<file path="src/sv/bcu_pkg.sv">
// bcu_pkg: widths and limits shared by the binomial coefficient unit
// no dependencies; used by bcu_mul, bcu_div and binomial_coefficient_unit_top
package bcu_pkg;

   localparam int unsigned ACC_W = 32;
   localparam int unsigned OPD_W = 8;
   localparam int unsigned LIM_W = 16;

   localparam logic [LIM_W-1:0] MAX_TOTAL = 16'd255;

   localparam logic [ACC_W-1:0] COEF_ZERO = 32'd0;
   localparam logic [ACC_W-1:0] COEF_ONE  = 32'd1;

endpackage

</file>
<file path="src/sv/bcu_mul.sv">
// bcu_mul: bit-serial shift-and-add multiplier, 32-bit operand by 8-bit operand
// keeps the low 32 bits of the product; depends on bcu_pkg
module bcu_mul (
   input  logic                        clock,
   input  logic                        reset,
   input  logic                        start,
   input  logic [bcu_pkg::ACC_W-1:0]   multiplicand,
   input  logic [bcu_pkg::OPD_W-1:0]   multiplier,
   output logic                        done,
   output logic [bcu_pkg::ACC_W-1:0]   product
);

   localparam int unsigned CNT_W = $clog2(bcu_pkg::OPD_W);
   localparam logic [CNT_W-1:0] CNT_LAST = CNT_W'(bcu_pkg::OPD_W - 1);

   logic [bcu_pkg::ACC_W-1:0] mcand_ff;
   logic [bcu_pkg::OPD_W-1:0] mplier_ff;
   logic [bcu_pkg::ACC_W-1:0] prod_ff;
   logic [CNT_W-1:0]          count_ff;
   logic                      run_ff;
   logic                      done_ff;

   always_ff @(posedge clock) begin
      if (reset) begin
         run_ff   <= 1'b0;
         done_ff  <= 1'b0;
         count_ff <= '0;
      end else begin
         done_ff <= 1'b0;
         if (start) begin
            mcand_ff  <= multiplicand;
            mplier_ff <= multiplier;
            prod_ff   <= '0;
            count_ff  <= '0;
            run_ff    <= 1'b1;
         end else if (run_ff) begin
            if (mplier_ff[0]) begin
               prod_ff <= prod_ff + mcand_ff;
            end
            mcand_ff  <= {mcand_ff[bcu_pkg::ACC_W-2:0], 1'b0};
            mplier_ff <= {1'b0, mplier_ff[bcu_pkg::OPD_W-1:1]};
            count_ff  <= count_ff + 1'b1;
            if (count_ff == CNT_LAST) begin
               run_ff  <= 1'b0;
               done_ff <= 1'b1;
            end
         end
      end
   end

   assign done    = done_ff;
   assign product = prod_ff;

endmodule

</file>
<file path="src/sv/bcu_div.sv">
// bcu_div: restoring divider, one quotient bit per cycle, 32-bit by 8-bit
// floor quotient only; depends on bcu_pkg
module bcu_div (
   input  logic                        clock,
   input  logic                        reset,
   input  logic                        start,
   input  logic [bcu_pkg::ACC_W-1:0]   dividend,
   input  logic [bcu_pkg::OPD_W-1:0]   divisor,
   output logic                        done,
   output logic [bcu_pkg::ACC_W-1:0]   quotient
);

   localparam int unsigned CNT_W = $clog2(bcu_pkg::ACC_W);
   localparam logic [CNT_W-1:0] CNT_LAST = CNT_W'(bcu_pkg::ACC_W - 1);

   logic [bcu_pkg::ACC_W-1:0] quot_ff;
   logic [bcu_pkg::OPD_W-1:0] rem_ff;
   logic [bcu_pkg::OPD_W-1:0] dsor_ff;
   logic [CNT_W-1:0]          count_ff;
   logic                      run_ff;
   logic                      done_ff;
   logic [bcu_pkg::OPD_W:0]   trial;
   logic [bcu_pkg::OPD_W:0]   diff;
   logic                      fits;

   always_comb begin
      trial = {rem_ff, quot_ff[bcu_pkg::ACC_W-1]};
      diff  = trial - {1'b0, dsor_ff};
      fits  = (trial >= {1'b0, dsor_ff});
   end

   always_ff @(posedge clock) begin
      if (reset) begin
         run_ff   <= 1'b0;
         done_ff  <= 1'b0;
         count_ff <= '0;
      end else begin
         done_ff <= 1'b0;
         if (start) begin
            quot_ff  <= dividend;
            rem_ff   <= '0;
            dsor_ff  <= divisor;
            count_ff <= '0;
            run_ff   <= 1'b1;
         end else if (run_ff) begin
            if (fits) begin
               rem_ff  <= diff[bcu_pkg::OPD_W-1:0];
               quot_ff <= {quot_ff[bcu_pkg::ACC_W-2:0], 1'b1};
            end else begin
               rem_ff  <= trial[bcu_pkg::OPD_W-1:0];
               quot_ff <= {quot_ff[bcu_pkg::ACC_W-2:0], 1'b0};
            end
            count_ff <= count_ff + 1'b1;
            if (count_ff == CNT_LAST) begin
               run_ff  <= 1'b0;
               done_ff <= 1'b1;
            end
         end
      end
   end

   assign done     = done_ff;
   assign quotient = quot_ff;

endmodule

</file>
<file path="src/sv/binomial_coefficient_unit_top.sv">
// binomial_coefficient_unit_top: n choose k by the multiplicative method
// depends on bcu_pkg, bcu_mul and bcu_div
//
// A request is transferred when start is high and busy is low; its result appears on
// rsp_coefficient for exactly one cycle with rsp_valid high and cannot be held off.
// If k exceeds n the result is 0, if k is 0 or equals n it is 1, and either comes the
// cycle after the transfer with busy staying low. Otherwise k is reduced to
// m = min(k, n-k) and m steps run, each a bit-serial multiply by (n-i) that keeps the
// low 32 bits, then a bit-serial divide by (i+1). Each unit is started by a registered
// start pulse and its done pulse hands over to the other unit; the result of the last
// divide is registered and transferred, and busy stays high from the transfer of the
// request until the result appears.
module binomial_coefficient_unit_top (
   input  logic                              clock,
   input  logic                              reset,
   input  logic                              start,
   output logic                              busy,
   input  logic [bcu_pkg::OPD_W-1:0]         req_total_items,
   input  logic [bcu_pkg::OPD_W-1:0]         req_chosen_items,
   output logic                              rsp_valid,
   output logic [bcu_pkg::ACC_W-1:0]         rsp_coefficient
);

   typedef enum logic [1:0] {
      ST_IDLE,
      ST_MUL,
      ST_DIV
   } state_type;

   state_type                 state_ff, state_in;
   logic [bcu_pkg::ACC_W-1:0] acc_ff, acc_in;
   logic [bcu_pkg::OPD_W-1:0] idx_ff, idx_in;
   logic [bcu_pkg::OPD_W-1:0] total_ff, total_in;
   logic [bcu_pkg::OPD_W-1:0] choose_ff, choose_in;
   logic                      mul_start_ff, mul_start_in;
   logic                      div_start_ff, div_start_in;
   logic                      rsp_valid_ff, rsp_valid_in;
   logic [bcu_pkg::ACC_W-1:0] rsp_coef_ff, rsp_coef_in;

   logic                      accept;
   logic [bcu_pkg::OPD_W-1:0] rest;
   logic [bcu_pkg::OPD_W-1:0] idx_next;
   logic                      mul_done;
   logic                      div_done;
   logic [bcu_pkg::ACC_W-1:0] mul_product;
   logic [bcu_pkg::ACC_W-1:0] div_quotient;

   bcu_mul u_mul (
      .clock        (clock),
      .reset        (reset),
      .start        (mul_start_ff),
      .multiplicand (acc_ff),
      .multiplier   (total_ff - idx_ff),
      .done         (mul_done),
      .product      (mul_product)
   );

   bcu_div u_div (
      .clock    (clock),
      .reset    (reset),
      .start    (div_start_ff),
      .dividend (mul_product),
      .divisor  (idx_next),
      .done     (div_done),
      .quotient (div_quotient)
   );

   always_comb begin
      accept   = start && (state_ff == ST_IDLE);
      rest     = req_total_items - req_chosen_items;
      idx_next = idx_ff + 1'b1;

      state_in     = state_ff;
      acc_in       = acc_ff;
      idx_in       = idx_ff;
      total_in     = total_ff;
      choose_in    = choose_ff;
      mul_start_in = 1'b0;
      div_start_in = 1'b0;
      rsp_valid_in = 1'b0;
      rsp_coef_in  = rsp_coef_ff;

      unique case (state_ff)
         ST_IDLE: begin
            if (accept) begin
               total_in = req_total_items;
               idx_in   = '0;
               if ({8'd0, req_total_items} > bcu_pkg::MAX_TOTAL
                   || req_chosen_items > req_total_items) begin
                  choose_in    = req_chosen_items;
                  acc_in       = bcu_pkg::COEF_ZERO;
                  rsp_valid_in = 1'b1;
                  rsp_coef_in  = bcu_pkg::COEF_ZERO;
               end else if (req_chosen_items == '0
                            || req_chosen_items == req_total_items) begin
                  choose_in    = req_chosen_items;
                  acc_in       = bcu_pkg::COEF_ONE;
                  rsp_valid_in = 1'b1;
                  rsp_coef_in  = bcu_pkg::COEF_ONE;
               end else begin
                  choose_in    = (req_chosen_items > rest) ? rest : req_chosen_items;
                  acc_in       = bcu_pkg::COEF_ONE;
                  mul_start_in = 1'b1;
                  state_in     = ST_MUL;
               end
            end
         end
         ST_MUL: begin
            if (mul_done) begin
               div_start_in = 1'b1;
               state_in     = ST_DIV;
            end
         end
         ST_DIV: begin
            if (div_done) begin
               acc_in = div_quotient;
               idx_in = idx_next;
               if (idx_next == choose_ff) begin
                  rsp_valid_in = 1'b1;
                  rsp_coef_in  = div_quotient;
                  state_in     = ST_IDLE;
               end else begin
                  mul_start_in = 1'b1;
                  state_in     = ST_MUL;
               end
            end
         end
         default: begin
            state_in = ST_IDLE;
         end
      endcase
   end

   always_ff @(posedge clock) begin
      if (reset) begin
         state_ff     <= ST_IDLE;
         acc_ff       <= '0;
         idx_ff       <= '0;
         total_ff     <= '0;
         choose_ff    <= '0;
         mul_start_ff <= 1'b0;
         div_start_ff <= 1'b0;
         rsp_valid_ff <= 1'b0;
      end else begin
         state_ff     <= state_in;
         acc_ff       <= acc_in;
         idx_ff       <= idx_in;
         total_ff     <= total_in;
         choose_ff    <= choose_in;
         mul_start_ff <= mul_start_in;
         div_start_ff <= div_start_in;
         rsp_valid_ff <= rsp_valid_in;
      end
      rsp_coef_ff <= rsp_coef_in;
   end

   assign busy            = (state_ff != ST_IDLE);
   assign rsp_valid       = rsp_valid_ff;
   assign rsp_coefficient = rsp_coef_ff;

`ifndef SYNTHESIS
   a_rsp_only_when_idle: assert property (@(posedge clock) disable iff (reset)
      rsp_valid |-> !busy)
      else $error("result transfer while busy");

   a_units_exclusive: assert property (@(posedge clock) disable iff (reset)
      !(mul_done && div_done))
      else $error("multiplier and divider finished together");

   a_k_above_n_zero: assert property (@(posedge clock) disable iff (reset)
      (start && !busy && req_chosen_items > req_total_items)
      |=> (rsp_valid && rsp_coefficient == bcu_pkg::COEF_ZERO))
      else $error("k above n did not give zero next cycle");

   a_step_within_choose: assert property (@(posedge clock) disable iff (reset)
      busy |-> (idx_ff < choose_ff))
      else $error("step index ran past the reduced k");
`endif

endmodule

</file>
<file path="config.mk">
export PLATFORM = sky130hd
export DESIGN_NAME = binomial_coefficient_unit_top
export DESIGN_NICKNAME = d
export VERILOG_FILES = /design/src/sv/bcu_pkg.sv /design/src/sv/bcu_mul.sv /design/src/sv/bcu_div.sv /design/src/sv/binomial_coefficient_unit_top.sv
export SDC_FILE = /design/constraint.sdc
export NUM_CORES = 1
export LEC_CHECK = 0
export BUFFER_PORTS_ARGS = -buffer_cell sky130_fd_sc_hd__buf_2
export CAP_MARGIN = 25
export CORE_MARGIN = 2
export CORE_UTILIZATION = 47
export CTS_CLUSTER_DIAMETER = 50
export DETAILED_ROUTE_END_ITERATION = 16
export GPL_TIMING_DRIVEN = 0
export PLACE_DENSITY = 0.63
export SETUP_SLACK_MARGIN = 0.1
export SYNTH_ARGS = -nofsm -noshare
export SYNTH_HDL_FRONTEND = slang
export SYNTH_HIERARCHICAL = 1
export SYNTH_SLANG_ARGS = --single-unit
</file>
<file path="constraint.sdc">
create_clock -name clock -period 14.3 [get_ports clock]
set_clock_uncertainty 0.15 [all_clocks]
set_input_delay 2.86 -clock clock [delete_from_list [all_inputs] [get_ports clock]]
set_output_delay 2.86 -clock clock [all_outputs]
set_load 0.02 [all_outputs]
</file>
# [Word level (Yosys, flattened, before mapping)]
# Cells that the tools add are included.
[op_classes] add_sub_neg=7 n_lt_le_gt_ge=3 n_eq_ne=13 n_mux=55 bitwise_logic=4 n_reduce_logical=22
[ops] operator="32-bit two-way mux" count=13
[ops] operator="32-bit one-hot mux with 2 select lines" count=2
[ops] operator="8-bit two-way mux" count=9
[ops] operator="32-bit adder" count=1
[ops] operator="8-bit subtractor" count=3
[ops] operator="1-bit two-way mux" count=22
[ops] operator="8-bit == test" count=2
[ops] operator="8-bit greater-than comparator" count=2
[ops] operator="8-bit one-hot mux with 2 select lines" count=1
[ops] operator="2-bit two-way mux" count=5
[ops] operator="5-bit AND reduction" count=2
[ops] operator="2-bit nonzero test" count=5
[ops] operator="9-bit by 8-bit >= comparator with 1-bit output" count=1
[ops] operator="8-bit by 1-bit adder with 8-bit output (second input constant)" count=1
[ops] operator="8-bit logical NOT" count=1
[ops] operator="2-bit inequality test (second input constant)" count=4
[ops] operator="2-bit AND reduction" count=4
[ops] operator="2-bit one-hot mux with 3 select lines" count=1
[ops] operator="3-bit AND reduction" count=2
[ops] operator="2-bit OR reduction" count=3
[ops] operator="3-bit OR reduction" count=2
[ops] operator="5-bit by 1-bit adder with 5-bit output (second input constant)" count=1
[ops] operator="5-bit == test (second input constant)" count=1
[ops] operator="2-bit by 1-bit inequality test with 1-bit output (second input constant)" count=2
[ops] operator="10 further kinds" count=14
[word_totals] reg_bits=225 input_bits=19 output_inout_bits=34 word_cells=125

# [Depth between registers and ports, before layout]
[logic_depth] depth_word=6 depth_mapped=16 ltp_nobuf=15

# [Cells and area by module]
# The synthesis kept the hierarchy.
[by_module_without_submodules] mod="bcu_mul" n_inst=1 cells_per_inst=416 area_per_inst_um2=4719.5 seq_area_each_um2=2262.2
[by_module_without_submodules] mod="binomial_coefficient_unit_top" n_inst=1 cells_per_inst=516 area_per_inst_um2=4645.7 seq_area_each_um2=2182.1
[by_module_without_submodules] mod="bcu_div" n_inst=1 cells_per_inst=197 area_per_inst_um2=2720.1 seq_area_each_um2=1581.5

# [Worst setup path after synthesis]
# Ideal clock, no wire load.
[synth_timing] kind="input to register" from="input port req_total_items[0] (netlist bit)" to="register rsp_coef_ff (netlist bit rsp_coefficient[0]), enable pin" setup_time_ps=472 arrival_time_ps=5652 required_ps=13678 slack_ps=8026 stages=8 path_buffers=0 path_cell_list="inv_1 ha_1 inv_1 fa_1 nand3_1 a21oi_1 o311a_1 o32ai_1"
[synth_between] elab_chain_cells=4 word_cells_on_any_way=5 classes_between="order compare: 1; eq/ne: 2; reduce/logical: 2"
[synth_lines] element="from (decl)" line="binomial_coefficient_unit_top.sv:18" rtl="input logic [bcu_pkg::OPD_W-1:0] req_total_items,"
[synth_lines] element="branches (longest 2 deep; another with 8-bit greater-than comparator)"
[synth_lines] element="3-bit by 1-bit inequality test with 1-bit output (no line) (*)"
[synth_lines] element="5-bit AND reduction (no line) (*)"
[synth_lines] element="to (signal assigned)" line="binomial_coefficient_unit_top.sv:154" rtl="rsp_coef_ff <= rsp_coef_in;"
[synth_lines] element="to (decl)" line="binomial_coefficient_unit_top.sv:38" rtl="logic [bcu_pkg::ACC_W-1:0] rsp_coef_ff, rsp_coef_in;"
# Every way passes the cells marked *.
# A chain may end at the register's enable or synchronous reset.

# [Worst setup path after layout]
[layout_timing] from="input port req_total_items[0] (netlist bit)" to="register choose_ff[3] (netlist bit)"
[layout_between] elab_chain_cells=5 word_cells_on_any_way=8 classes_between="add/sub: 1; order compare: 2; eq/ne: 1; mux: 3; reduce/logical: 1"
[layout_lines] element="8-bit subtractor" line="binomial_coefficient_unit_top.sv:70" rtl="rest = req_total_items - req_chosen_items;"
[layout_lines] element="8-bit greater-than comparator" line="binomial_coefficient_unit_top.sv:101" rtl="choose_in = (req_chosen_items > rest) ? rest : req_chosen_items;"
[layout_lines] element="8-bit two-way mux" line="binomial_coefficient_unit_top.sv:101"
[layout_lines] element="8-bit two-way mux" line="binomial_coefficient_unit_top.sv:94" rtl="end else if (req_chosen_items == '0"
[layout_lines] element="8-bit two-way mux (*)" line="binomial_coefficient_unit_top.sv:88" rtl="if ({8'd0, req_total_items} > bcu_pkg::MAX_TOTAL"
[layout_lines] element="to (signal assigned)" line="binomial_coefficient_unit_top.sv:149" rtl="choose_ff <= choose_in;"
[layout_lines] element="to (decl)" line="binomial_coefficient_unit_top.sv:34" rtl="logic [bcu_pkg::OPD_W-1:0] choose_ff, choose_in;"
# Every way passes the cells marked *; elsewhere a longest branch is shown, timed or not.

==> impl_metrics.tcl <==
set metrics [dict create \
    run_status "finished, final reports clean" \
    p_leak_uw 0.00514 \
    ys_seq_elements 225 \
    cts_made_buffers 29 \
    io_pins 53 \
    htree_depth 1 \
    post_cts_hold_buffer_count 0 \
    worst_setup_path_end_kind "register" \
    maxClockFrequency_ghz 0.175 \
    num_vias 8674 \
    clock_path_buffers 3 \
    gr-usage-all-layers_pct 20.7 \
    totalWireLength_um 27500 \
    synth_most_common_cell "sky130_fd_sc_hd__edfxtp_1" \
    dpl-instance-area_um2 12900 \
    drtAntennaViolNets 0 \
    place_congestion 0.880 \
    gate_count_of_the_mapped_netlist 1129 \
    synth-edff-count 152 \
    cellInternalPower_uw 1220 \
    floorplan.initialDensity_pct 48.0 \
    core.rowCount 58 \
    synthArstFlopShare_pct 0 \
    synth.largest_area_cell "sky130_fd_sc_hd__edfxtp_1" \
    synth.distinct_cells 82 \
    stdcell_area_um2 13800 \
    post-place-ws_ns 8.07 \
    cts_tree "built" \
    drt_first_iter_violations 481 \
    grt_setup_unrepaired "no" \
    grt_max_degree 26 \
    grt_antenna_before_repair 0 \
    timing.final.max_slew_violations 0 \
    worst_pin_slew_ns 0.889 \
    netlist_area_um2 12100 \
    share_clk_of_total_power_pct 42.8 \
    place.port_buffers 52 \
    switching_share_pct 25.2 \
    finalSetupViolations 0 \
    hold_class "register to register" \
    detailedRoute.firstPassIterationCount 5 \
    total_switching_power_uw 411 \
    final_core_utilization_pct 55.0 \
    clock_root_cell "sky130_fd_sc_hd__clkbuf_16" \
    cp.arrival_ns 6.04 \
    cellPowerDensity_nw_per_um2 118 \
    post_drt_wl_per_cell_um 17.5 \
    regToRegSetupSlack_ns 10.87 \
    grt_overflow_total 0 \
    period_minus_slack_ns 5.72 \
    timing.critical_path.required_ns 14.62 \
    post_route_cells_drive_above_1_share_pct 17.8 \
    timing_hold_violations_final 0 \
    grt_pass1_wl_um 44000 \
    layout-area-overhead-vs-synth_pct 14.5 \
    vias_per_cell 5.53 \
    finalCritPeriodShare_pct 40.0 \
    yosys_warnings 6 \
    cts.repair_timing.setup_buffer_count 0 \
    finalSetupTns_ns 0 \
    core_area_um2 25200 \
    syn_avg_cell_area_um2 10.7 \
    postSynth.topFlopCell "sky130_fd_sc_hd__edfxtp_1" \
    cts_sinks 225 \
    setup_ws_ns 8.58 \
    cts-resized-gates 0 \
    overall_die_area_um2 27000 \
    diodes 0 \
    dieHeight_um 164 \
    synth.net_count 1219 \
    chipWidth_um 164 \
    worstSetupStartpointType "input port" \
    critPathKind "input port to register" \
    layout.filler_cells 2260 \
    share_of_total_power_in_sequential_cells_pct 44.8 \
    netlist.area_leader.share_pct 37.8 \
    via_count_of_the_first_global_routing_pass 8368 \
    timing.slew.headroom_pct 40.8 \
    synth_seq_area_share_pct 49.9 \
    route.detailed.drc 0 \
    clk_latency_worst_skew_pair_ns 0.53 \
    detailedPlacementHpwl_um 20300 \
    worst_setup_hold_path_clk_slew_ns 0.06 \
    dp_cells 1516 \
    cell_types_occupying_the_most_area_after_synthesis "sky130_fd_sc_hd__edfxtp_1, sky130_fd_sc_hd__dfxtp_1, sky130_fd_sc_hd__ha_1" \
    power.combinational.fraction_pct 12.4 \
    layout.nets 1307 \
    final-instance-count-excl-fill 1569 \
    worstPathMaxFanout 7 \
    cap_violations 0 \
    worst_ir_drop_vdd_mv 0.0707 \
    ys_top_cells_by_count "sky130_fd_sc_hd__edfxtp_1, sky130_fd_sc_hd__nand2_1, sky130_fd_sc_hd__a21oi_1, sky130_fd_sc_hd__dfxtp_1, sky130_fd_sc_hd__mux2_2" \
]
[per-stage QoR]
step	total power [uW]	hold slack (ns)
after floorplan	885	0.277
after global placement	939	0.286
after detailed placement	945	0.295
after CTS	1650	0.302
after global routing	1700	0.327
final	1630	0.299
[placed cells by master, fill, tap and decap left out, types with 6 or more instances in the layout]
| master | count |
|---|---|
| sky130_fd_sc_hd__edfxtp_1 | 152 |
| sky130_fd_sc_hd__a31oi_1 | 6 |
| sky130_fd_sc_hd__a211oi_1 | 13 |
| sky130_fd_sc_hd__and2_1 | 38 |
| sky130_fd_sc_hd__o21ai_0 | 43 |
| sky130_fd_sc_hd__nor3_1 | 33 |
| sky130_fd_sc_hd__clkbuf_16 | 29 |
| sky130_fd_sc_hd__nor2b_1 | 19 |
| sky130_fd_sc_hd__o21a_1 | 13 |
| sky130_fd_sc_hd__nand3_1 | 17 |
| sky130_fd_sc_hd__a21oi_1 | 100 |
| sky130_fd_sc_hd__inv_1 | 45 |
| sky130_fd_sc_hd__nand4_1 | 13 |
| sky130_fd_sc_hd__mux2_2 | 73 |
| sky130_fd_sc_hd__o211ai_1 | 7 |
| sky130_fd_sc_hd__mux2i_1 | 7 |
| sky130_fd_sc_hd__ha_1 | 67 |
| sky130_fd_sc_hd__buf_2 | 60 |
| sky130_fd_sc_hd__a21o_1 | 9 |
| sky130_fd_sc_hd__o21bai_1 | 6 |
| sky130_fd_sc_hd__nor3b_1 | 7 |
| sky130_fd_sc_hd__nor2_1 | 59 |
| sky130_fd_sc_hd__and3_1 | 10 |
| sky130_fd_sc_hd__clkbuf_1 | 38 |
| sky130_fd_sc_hd__xor2_1 | 16 |
| sky130_fd_sc_hd__nand2_1 | 128 |
| sky130_fd_sc_hd__xnor2_1 | 30 |
| sky130_fd_sc_hd__dfxtp_1 | 73 |
[critical path: stages]
cell                       delay [ns]
sky130_fd_sc_hd__buf_2           0.12
sky130_fd_sc_hd__inv_1           0.05
sky130_fd_sc_hd__ha_1            0.16
sky130_fd_sc_hd__inv_1           0.05
sky130_fd_sc_hd__fa_1            0.40
sky130_fd_sc_hd__nand3_1         0.15
sky130_fd_sc_hd__a21boi_0        0.11
sky130_fd_sc_hd__o21a_1          0.21
sky130_fd_sc_hd__o21ai_0         0.20
sky130_fd_sc_hd__o31ai_1         0.11
sky130_fd_sc_hd__ha_1            0.30
sky130_fd_sc_hd__nand4_1         0.11
sky130_fd_sc_hd__or3_1           0.44
sky130_fd_sc_hd__and3_1          0.20
sky130_fd_sc_hd__buf_2           0.17
sky130_fd_sc_hd__mux2i_1         0.26
sky130_fd_sc_hd__o21a_1          0.14
[power groups by stage]
stage / Clock (uW) / Combinational (uW) / Sequential, uW
2_1_floorplan: 0 / 133 / 752
3_3_place_gp: 0 / 192 / 747
3_5_place_dp: 0 / 200 / 745
4_1_cts: 712 / 202 / 731
5_1_grt: 741 / 224 / 733
6_report: 698 / 202 / 731
[layout make-up]
type                       instances  area (um2)  share of cell area (%)
sequential                       225        6030                    43.5
multi-input combinational        811        5730                    41.4
clock buffer                      37         776                    5.61
tap                              330         413                    2.98
timing repair buffer              57         365                    2.64
buffer                            48         205                    1.48
inverter                          45         169                    1.22
clock inverter                    16         159                    1.15
[state kept, by name (all words and copies together) (netlist names), 2 cells and up]
register	count
u_mul/mplier_ff	8
u_mul/product	32
total_ff	8
u_mul/count_ff	3
u_mul/mcand_ff	32
idx_ff	8
u_div/dsor_ff	8
u_div/quotient	32
rsp_coefficient	32
acc_ff	32
u_div/rem_ff	8
state_ff	2
choose_ff	8
u_div/count_ff	5
[cell families after synthesis]
logic type | after synthesis | synth area share, %
flip-flops | 225 | 49.9
AO/OA/AOI/OAI | 248 | 13.6
buffers and inverters | 93 | 3.10
AND/OR/NAND/NOR | 363 | 14.8
adder cells (fa/ha/maj) | 71 | 7.60
multiplexers | 82 | 7.57
XOR/XNOR | 47 | 3.47
[per-layer routing]
layer	share of wire [%]	GRT usage [%]	up-vias
met4	1.1	4.19	0
met5	0	0	-
met2	46	33.8	185
li1	-	-	4318
met1	48	29.7	4145
met3	4.5	2.35	26
[path summary, 6_finish.rpt]
kind         cells after the start               start                 to
min                              2          acc_ff[26]         acc_ff[26]
min reg2reg                      2          acc_ff[26]         acc_ff[26]
max reg2reg                      9    u_mul/product[0]  u_mul/product[28]
max                             17  req_total_items[0]       choose_ff[3]
(Power assumes the default switching activity.)
